--- config.mk ---
export PLATFORM = sky130hd
export DESIGN_NAME = stepper_half_step_driver_core
export DESIGN_NICKNAME = d
export VERILOG_FILES = /design/src/rtl/core/shsd_pkg.sv /design/src/rtl/core/shsd_div.sv /design/src/rtl/core/stepper_half_step_driver_core.sv
export VERILOG_INCLUDE_DIRS = /design/src /design/src/rtl/core
export SDC_FILE = /design/constraint.sdc
export NUM_CORES = 1
export LEC_CHECK = 0
export BUFFER_PORTS_ARGS = -buffer_cell sky130_fd_sc_hd__buf_2
export CAP_MARGIN = 20
export CORE_MARGIN = 2
export CORE_UTILIZATION = 30
export CTS_BUF_LIST = sky130_fd_sc_hd__clkbuf_4
export DETAILED_ROUTE_END_ITERATION = 10
export SLEW_MARGIN = 30
export SYNTH_ARGS = -nofsm -noshare
export SYNTH_HDL_FRONTEND = slang
export SYNTH_SLANG_ARGS = --single-unit
--- constraint.sdc ---
create_clock -name clk -period 10.4 [get_ports clk]
set_clock_uncertainty 0.15 [all_clocks]
set_input_delay 2.08 -clock clk [delete_from_list [all_inputs] [get_ports clk]]
set_output_delay 2.08 -clock clk [all_outputs]
set_load 0.05 [all_outputs]
--- src/rtl/core/stepper_half_step_driver_core_defines.svh ---
// ----------------------------------------------------------------------------
// Stepper half-step driver assertion macros
// Shared checks for the half-step driver core, clocked on clk, held off in reset.
// ----------------------------------------------------------------------------
`ifndef STEPPER_HALF_STEP_DRIVER_CORE_DEFINES_SVH
`define STEPPER_HALF_STEP_DRIVER_CORE_DEFINES_SVH

// Same-cycle implication.
`define SHSD_ASSERT_NOW(lbl, ante, cons, msg) \
  lbl: assert property (@(posedge clk) disable iff (!rst_n) (ante) |-> (cons)) else $error(msg);

// Next-cycle implication.
`define SHSD_ASSERT_NEXT(lbl, ante, cons, msg) \
  lbl: assert property (@(posedge clk) disable iff (!rst_n) (ante) |=> (cons)) else $error(msg);

`endif

--- src/rtl/core/shsd_pkg.sv ---
// ----------------------------------------------------------------------------
// Stepper half-step driver package
// Item types and fixed constants shared by the driver core and its divider.
// ----------------------------------------------------------------------------
package shsd_pkg;

  localparam int unsigned PERIOD_SCALE = 75;
  // Timer period numerator: PERIOD_SCALE * 32768
  localparam int unsigned PERIOD_NUM   = PERIOD_SCALE * 32768;
  localparam int unsigned DVD_W        = $clog2(PERIOD_NUM + 1);
  localparam int unsigned CNT_W        = $clog2(DVD_W);
  localparam int unsigned MAG_W        = 17;
  localparam int unsigned PERIOD_W     = 13;
  localparam logic [PERIOD_W-1:0] PERIOD_MAX = '1;

  localparam logic [MAG_W-1:0] MIN_MAG = 17'd328;

  localparam logic signed [15:0] OFF_DUTY   = -16'sd32768;
  localparam logic signed [15:0] STOP_DUTY  = -16'sd31130;
  localparam logic signed [15:0] RESET_DUTY = -16'sd29491;

  // floor(x/5) == (x * 52429) >> 18 for x < 2^18
  localparam logic [16:0] RECIP5    = 17'd52429;
  localparam int unsigned RECIP5_SH = 18;

  localparam logic REQ_SPEED = 1'b0;
  localparam logic REQ_TICK  = 1'b1;

  localparam logic [1:0] DIR_NONE = 2'd0;
  localparam logic [1:0] DIR_FWD  = 2'd1;
  localparam logic [1:0] DIR_BWD  = 2'd2;

  typedef struct packed {
    logic              req_type;
    logic signed [15:0] speed;
    logic signed [15:0] torque;
  } in_item_t;

  typedef struct packed {
    logic signed [15:0] phase_a;
    logic signed [15:0] phase_a_neg;
    logic signed [15:0] phase_b;
    logic signed [15:0] phase_b_neg;
    logic [PERIOD_W-1:0] step_period;
    logic              timer_running;
    logic signed [31:0] step_position;
    logic [1:0]        heading;
  } out_item_t;

endpackage

--- src/rtl/core/shsd_div.sv ---
// ----------------------------------------------------------------------------
// Stepper half-step period divider
// Bit-serial restoring division of the fixed period numerator by the speed
// magnitude, one quotient bit per cycle, saturated to the period width.
// ----------------------------------------------------------------------------
module shsd_div (
  input  logic                          clk,
  input  logic                          rst_n,
  input  logic                          start,
  input  logic [shsd_pkg::MAG_W-1:0]    divisor,
  output logic                          done,
  output logic [shsd_pkg::PERIOD_W-1:0] quotient
);
  import shsd_pkg::*;

  logic [DVD_W-1:0] dvd_r;
  logic [DVD_W-1:0] quo_r;
  logic [MAG_W-1:0] rem_r;
  logic [MAG_W-1:0] div_r;
  logic [CNT_W-1:0] cnt_r;
  logic             busy_r;
  logic             done_r;

  logic [MAG_W:0]   trial;
  logic             fits;
  logic [MAG_W:0]   diff;

  assign trial = {rem_r, dvd_r[DVD_W-1]};
  assign fits  = trial >= {1'b0, div_r};
  assign diff  = trial - {1'b0, div_r};

  always_ff @(posedge clk) begin
    if (!rst_n) begin
      busy_r <= 1'b0;
      done_r <= 1'b0;
      cnt_r  <= '0;
    end else begin
      done_r <= 1'b0;
      if (start) begin
        busy_r <= 1'b1;
        cnt_r  <= '0;
      end else if (busy_r) begin
        if (cnt_r == CNT_W'(DVD_W - 1)) begin
          busy_r <= 1'b0;
          done_r <= 1'b1;
        end
        cnt_r <= cnt_r + CNT_W'(1);
      end
    end
  end

  always_ff @(posedge clk) begin
    if (start) begin
      dvd_r <= DVD_W'(PERIOD_NUM);
      quo_r <= '0;
      rem_r <= '0;
      div_r <= divisor;
    end else if (busy_r) begin
      dvd_r <= {dvd_r[DVD_W-2:0], 1'b0};
      quo_r <= {quo_r[DVD_W-2:0], fits};
      // remainder stays below the divisor, so the top bit drops
      rem_r <= fits ? diff[MAG_W-1:0] : trial[MAG_W-1:0];
    end
  end

  assign done     = done_r;
  assign quotient = (|quo_r[DVD_W-1:PERIOD_W]) ? PERIOD_MAX : quo_r[PERIOD_W-1:0];

endmodule

--- src/rtl/core/stepper_half_step_driver_core.sv ---
// ----------------------------------------------------------------------------
// Stepper half-step driver core
// Eight half-step phase sequencer for a two-phase stepper with speed-driven
// timer period, drive levels and a signed step count.
// ----------------------------------------------------------------------------
//  channel  ports                           carries
//  in       in_valid / in_ready / in_data   speed command or step tick
//  out      out_valid / out_ready / out_data phase duties, period, position
//
//  A step tick, a stop-speed command and any tick before a direction go
//  from accept through the done state to the result. A running speed command
//  waits in the bit-serial period divider: one quotient bit per cycle, 22 bits.
//  One item is in work at a time; the next is taken while a result waits.
//  A stalled result holds the commit of the following item in its last cycle.
//  Synchronous active-low reset restores the stopped, no-direction state.
// ----------------------------------------------------------------------------
`include "stepper_half_step_driver_core_defines.svh"

module stepper_half_step_driver_core (
  input  logic                clk,
  input  logic                rst_n,
  input  logic                in_valid,
  output logic                in_ready,
  input  shsd_pkg::in_item_t  in_data,
  output logic                out_valid,
  input  logic                out_ready,
  output shsd_pkg::out_item_t out_data
);
  import shsd_pkg::*;

  localparam logic [1:0] S_IDLE = 2'd0;
  localparam logic [1:0] S_DIV  = 2'd1;
  localparam logic [1:0] S_DONE = 2'd2;

  function automatic logic signed [15:0] sat_add(logic signed [15:0] a,
                                                 logic signed [15:0] b);
    logic signed [16:0] s;
    s = {a[15], a} + {b[15], b};
    if (s[16] != s[15]) begin
      return s[16] ? -16'sd32768 : 16'sd32767;
    end
    return s[15:0];
  endfunction

  logic [1:0]         state_r, state_nxt;
  logic               req_r;
  logic [MAG_W-1:0]   mag_r;
  logic               neg_r;
  logic               run_ok_r;
  logic signed [15:0] torque_r;
  logic [36:0]        prod_r;

  logic [3:0]          idx_r, idx_nxt;
  logic [1:0]          dir_r, dir_nxt;
  logic signed [15:0]  dsingle_r, dsingle_nxt;
  logic signed [15:0]  ddouble_r, ddouble_nxt;
  logic [PERIOD_W-1:0] period_r, period_nxt;
  logic                running_r, running_nxt;
  logic [31:0]         pos_r, pos_nxt;

  logic      out_valid_r;
  out_item_t out_r, out_nxt;

  logic [MAG_W-1:0] mag_c;
  logic             accept;
  logic             div_start;
  logic             div_done;
  logic [PERIOD_W-1:0] div_quo;
  logic             out_free;
  logic             commit;

  logic [MAG_W:0]     single_sum;
  logic [17:0]        double_q;
  logic [3:0]         cur_idx;
  logic signed [15:0] d1, d2;
  logic               fwd;

  assign mag_c = in_data.speed[15] ? (MAG_W'(0) - {1'b1, in_data.speed})
                                   : {1'b0, in_data.speed};

  assign in_ready  = (state_r == S_IDLE);
  assign accept    = in_valid && in_ready;
  assign div_start = accept && (in_data.req_type == REQ_SPEED) && (mag_c >= MIN_MAG);
  assign out_free  = !out_valid_r || out_ready;
  assign commit    = (state_r == S_DONE) && out_free;

  shsd_div u_div (
    .clk      (clk),
    .rst_n    (rst_n),
    .start    (div_start),
    .divisor  (mag_c),
    .done     (div_done),
    .quotient (div_quo)
  );

  always_comb begin
    state_nxt = state_r;
    case (state_r)
      S_IDLE: if (accept) state_nxt = div_start ? S_DIV : S_DONE;
      S_DIV:  if (div_done) state_nxt = S_DONE;
      S_DONE: if (out_free) state_nxt = S_IDLE;
      default: state_nxt = S_IDLE;
    endcase
  end

  always_ff @(posedge clk) begin
    if (!rst_n) begin
      state_r <= S_IDLE;
    end else begin
      state_r <= state_nxt;
    end
  end

  always_ff @(posedge clk) begin
    if (accept) begin
      req_r    <= in_data.req_type;
      mag_r    <= mag_c;
      neg_r    <= in_data.speed[15];
      run_ok_r <= mag_c >= MIN_MAG;
      torque_r <= in_data.torque;
    end
    // 6m * 1/5 for the two-phase duty, ready long before the divider ends
    prod_r <= 37'(({3'b0, mag_r} << 2) + ({3'b0, mag_r} << 1)) * 37'(RECIP5);
  end

  assign single_sum = {1'b0, mag_r} + {2'b0, mag_r[MAG_W-1:1]};
  assign double_q   = prod_r[RECIP5_SH +: 18];
  assign fwd        = (dir_r == DIR_FWD);
  assign d1         = sat_add(dsingle_r, torque_r);
  assign d2         = sat_add(ddouble_r, torque_r);
  assign cur_idx    = (idx_r == 4'd0 || idx_r > 4'd8) ? (fwd ? 4'd1 : 4'd8) : idx_r;

  always_comb begin
    idx_nxt     = idx_r;
    dir_nxt     = dir_r;
    dsingle_nxt = dsingle_r;
    ddouble_nxt = ddouble_r;
    period_nxt  = period_r;
    running_nxt = running_r;
    pos_nxt     = pos_r;
    out_nxt             = '0;
    out_nxt.phase_a     = OFF_DUTY;
    out_nxt.phase_a_neg = OFF_DUTY;
    out_nxt.phase_b     = OFF_DUTY;
    out_nxt.phase_b_neg = OFF_DUTY;

    if (req_r == REQ_SPEED) begin
      dir_nxt = neg_r ? DIR_FWD : DIR_BWD;
      if (run_ok_r) begin
        period_nxt  = div_quo;
        dsingle_nxt = 16'(single_sum - (MAG_W+1)'(32768));
        ddouble_nxt = 16'(double_q - 18'd32768);
        running_nxt = 1'b1;
      end else begin
        dsingle_nxt = STOP_DUTY;
        ddouble_nxt = STOP_DUTY;
        running_nxt = 1'b0;
      end
    end else if (dir_r == DIR_FWD || dir_r == DIR_BWD) begin
      case (cur_idx)
        4'd1: out_nxt.phase_a = d1;
        4'd2: begin
          out_nxt.phase_a = d2;
          out_nxt.phase_b = d2;
        end
        4'd3: out_nxt.phase_b = d1;
        4'd4: begin
          out_nxt.phase_a_neg = d2;
          out_nxt.phase_b     = d2;
        end
        4'd5: out_nxt.phase_a_neg = d1;
        4'd6: begin
          out_nxt.phase_a_neg = d2;
          out_nxt.phase_b_neg = d2;
        end
        4'd7: out_nxt.phase_b_neg = d1;
        default: begin
          out_nxt.phase_a     = d2;
          out_nxt.phase_b_neg = d2;
        end
      endcase
      // forward counts the position down and the index up
      idx_nxt = fwd ? cur_idx + 4'd1 : cur_idx - 4'd1;
      pos_nxt = fwd ? pos_r - 32'd1 : pos_r + 32'd1;
    end

    out_nxt.step_period   = period_nxt;
    out_nxt.timer_running = running_nxt;
    out_nxt.step_position = pos_nxt;
    out_nxt.heading       = dir_nxt;
  end

  always_ff @(posedge clk) begin
    if (!rst_n) begin
      idx_r     <= 4'd0;
      dir_r     <= DIR_NONE;
      dsingle_r <= RESET_DUTY;
      ddouble_r <= RESET_DUTY;
      period_r  <= '0;
      running_r <= 1'b0;
      pos_r     <= '0;
    end else if (commit) begin
      idx_r     <= idx_nxt;
      dir_r     <= dir_nxt;
      dsingle_r <= dsingle_nxt;
      ddouble_r <= ddouble_nxt;
      period_r  <= period_nxt;
      running_r <= running_nxt;
      pos_r     <= pos_nxt;
    end
  end

  always_ff @(posedge clk) begin
    if (!rst_n) begin
      out_valid_r <= 1'b0;
    end else if (commit) begin
      out_valid_r <= 1'b1;
    end else if (out_ready) begin
      out_valid_r <= 1'b0;
    end
  end

  always_ff @(posedge clk) begin
    if (commit) begin
      out_r <= out_nxt;
    end
  end

  assign out_valid = out_valid_r;
  assign out_data  = out_r;

  `SHSD_ASSERT_NEXT(a_div_entered, div_start, state_r == S_DIV, "running speed item skipped the divider")
  `SHSD_ASSERT_NOW(a_div_done_in_div, div_done, state_r == S_DIV, "divider finished outside its wait state")
  `SHSD_ASSERT_NEXT(a_idle_tick_holds, commit && req_r == REQ_TICK && dir_r == DIR_NONE, $stable(pos_r) && $stable(idx_r), "tick without direction moved the motor")
  `SHSD_ASSERT_NOW(a_heading_legal, out_valid_r, out_r.heading != 2'd3, "illegal heading on result")

endmodule
==> impl_metrics.env <==
export IMPL_critPathKind="reg2reg"
export IMPL_finalCritPeriodShare_pct=80.58
export IMPL_reg2regPathDepth=28
export IMPL_clock_sinks=321
export IMPL_area_growth_pct=12.79
export IMPL_die_w_um=280.3
export IMPL_dieHeight_um=280.3
export IMPL_yosys_warnings=0
export IMPL_critPathTopFamily="adder cells"
export IMPL_cts_setup_buffers=0
export IMPL_clk_path_buf_depth=3
export IMPL_cts_root_buf="clkbuf_4"
export IMPL_synth_seq_cells=321
export IMPL_holdBufCountCts=0
export IMPL_cp_required_ps=11000
export IMPL_dieArea_um2=78580
export IMPL_placed_cells=3393
export IMPL_status="complete, no violations"
export IMPL_synth_top_area_cell="edfxtp_1"
export IMPL_grt_max_degree=73
export IMPL_arrival_ps=8980
export IMPL_grt_util_met3_pct=2.898
export IMPL_dr_first_iter_drc_count=1105
export IMPL_io_buffer_count=150
export IMPL_netlist_top_cells_area="edfxtp_1, ha_1, dfxtp_1, fa_1, inv_1"
export IMPL_drc_errors=0
export IMPL_ys_flop_type="edfxtp_1"
export IMPL_grt_use_met2_pct=22.40
export IMPL_grt_pass1_wl_um=89580
export IMPL_gp_congestion=0.8792
export IMPL_numCtsBuffers=89
export IMPL_grt_ovfl_total=0
export IMPL_clkLatencyLatePin_ps=840
export IMPL_min_period_ps=8380
export IMPL_initial_core_util_pct=30.21
export IMPL_setup_viol=0
export IMPL_drtAntennaViolNets=0
export IMPL_hold_path_class="reg2reg"
export IMPL_firstDrtPassIters=5
export IMPL_via_count=17270
export IMPL_final_util_pct=34.08
export IMPL_slew_headroom_pct=35.69
export IMPL_num_rows=101
export IMPL_synth_most_common_cell="inv_1"
export IMPL_drive_above_1_share_pct=14.10
export IMPL_timing_rr_start="mag_r[1]"
export IMPL_viasPerCell=4.854
export IMPL_worstHoldPathCells=1
export IMPL_gr_usage_met1_pct=19.56
export IMPL_startpoint_type="flip-flop"
export IMPL_grt_pass1_vias=16820
export IMPL_slew_viol_final=0
export IMPL_cap_violations=0
export IMPL_hold_violations=0
export IMPL_final_nets=2909
export IMPL_whs_ps=308.8
export IMPL_rsz0062_at_grt="no"
export IMPL_yosys_top_cells_count="inv_1, ha_1, nor2_1"
export IMPL_cts_htree_levels=3
export IMPL_antenna_found_initial=4
export IMPL_finalSetupTns_ps=0
export IMPL_r2r_slack_ps=2020
export IMPL_grtUsageTotal_pct=14.25
export IMPL_synthCells=2329
export IMPL_grt_busiest_layer="met2"
export IMPL_endpoint_kind="flip-flop"
export IMPL_crit_buf_inv=2
export IMPL_clock_fmax_ghz=0.1193
export IMPL_clkTransAtPathRegs_ps=60
export IMPL_tightest_slew_ps=964.7
export IMPL_hp_start="u_div.dvd_r[15]"
export IMPL_synth_cell_types=85
export IMPL_async_reset_ff_share_pct=0
export IMPL_cpPeakStageDelay_ps=540
export IMPL_wirelength_um=56740
export IMPL_cpMaxStageDelayCell="fa_1"
export IMPL_hold_path_endpoint="u_div.dvd_r[15]"
export IMPL_core_area_um2=75820
export IMPL_io_pins=151
export IMPL_ctsResizeCount=0
export IMPL_cts_tree="done"
export IMPL_synth_edf_count=165
export IMPL_worstPathMaxFanout=6
export IMPL_dpl_hpwl_um=43150
export IMPL_wl_per_cell_um=15.95
export IMPL_yosysTopAreaCellShare_pct=21.63
export IMPL_syn_avg_cell_area_um2=9.836
export IMPL_r2r_end="prod_r[33]"
export IMPL_synthesis_area_um2=22910
export IMPL_yosysSeqAreaShare_pct=35.26
export IMPL_final_cells=3558
-- layout by cell type (no fill, tap or decap), drive strengths merged, types with 7 or more instances in the layout --
master | netlist | layout
clkbuf | 62 | 126
nor3b | 13 | 13
or2 | 8 | 8
o21a | 14 | 14
o21ai | 113 | 113
o211ai | 12 | 12
a31o | 8 | 8
nor3 | 43 | 43
xor2 | 55 | 55
and2 | 19 | 19
nand3 | 42 | 42
nand2 | 131 | 131
dfxtp | 156 | 156
o21bai | 10 | 10
or3 | 17 | 17
xnor2 | 97 | 97
inv | 271 | 277
ha | 256 | 256
nand2b | 23 | 23
a211oi | 31 | 31
a21oi | 124 | 124
fa | 110 | 110
nand4 | 19 | 19
o22ai | 54 | 54
o22a | 13 | 13
o221a | 13 | 13
a21o | 46 | 46
nor2b | 20 | 20
clkinv | 3 | 29
nor2 | 177 | 177
a31oi | 20 | 20
and3 | 10 | 10
mux2i | 43 | 43
nor4 | 10 | 10
edfxtp | 165 | 165
o31ai | 7 | 7
buf | 18 | 165
a211o | 10 | 10
-- sequential cells by signal, indices dropped and copies added, names as in the netlist, 4 cells and up --
register,flops
ddouble_r,16
dsingle_r,16
idx_r,4
mag_r,17
out_data,112
period_r,13
pos_r,32
prod_r,16
torque_r,16
u_div.cnt_r,5
u_div.div_r,17
u_div.dvd_r,7
u_div.quo_r,22
u_div.rem_r,17
-- worst register-to-register path, delay by kind of cell (launching register included) --
family | cells | cell delay (ps)
flops | 1 | 450
xor+xnor | 2 | 660
compound gates | 15 | 3260
simple gates | 1 | 180
buf+inv | 2 | 90
fa+ha+maj | 8 | 3520
-- stage by stage --
stage                     worst slack (ps)  instance area, um2
after floorplan                       2725               22910
after CTS                             1983               25810
final                                 2020               25840
after detailed placement              2006               24680
after global routing                  1392               25830
after global placement                2128               24680
-- worst max path at each step --
stage                        start    endpoint  slack [ps]  depth (start not counted)
final                     mag_r[1]  prod_r[33]        2020                         28
after global routing      mag_r[1]  prod_r[31]        1390                         26
after CTS                 mag_r[1]  prod_r[33]        1980                         28
after detailed placement  mag_r[1]  prod_r[33]        2010                         28
after global placement    mag_r[1]  prod_r[33]        2130                         28
after floorplan           mag_r[1]  prod_r[33]        2730                         28
-- layer usage --
layer | wire length, um | share of wire, %
met1 | 27740 | 49
met2 | 25170 | 44
met3 | 2737 | 4.8
met4 | 1067 | 1.9
met5 | 21 | 0.037
-- cell type report --
| class | instances | area [um2] |
|---|---|---|
| diodes | 6 | 15.01 |
| clock buffers | 126 | 945.9 |
| clock inverters | 33 | 180.2 |
| fillers | 7860 | 49990 |
| inverters | 274 | 1032 |
| multi-input cells | 1655 | 13500 |
| flip-flops and latches | 321 | 8079 |
| well taps | 978 | 1224 |
| repair buffers | 165 | 863.3 |
-- kinds of logic after synthesis --
group | synth area share [%]
compound gates | 15.78
flops | 35.26
fa+ha+maj | 23.64
other cells | 0.01637
mux | 1.879
xor+xnor | 5.844
simple gates | 11.65
buf+inv | 5.926
Power is not shown: default switching activity piles up to over one toggle a cycle in this logic, so the estimate is an artifact.
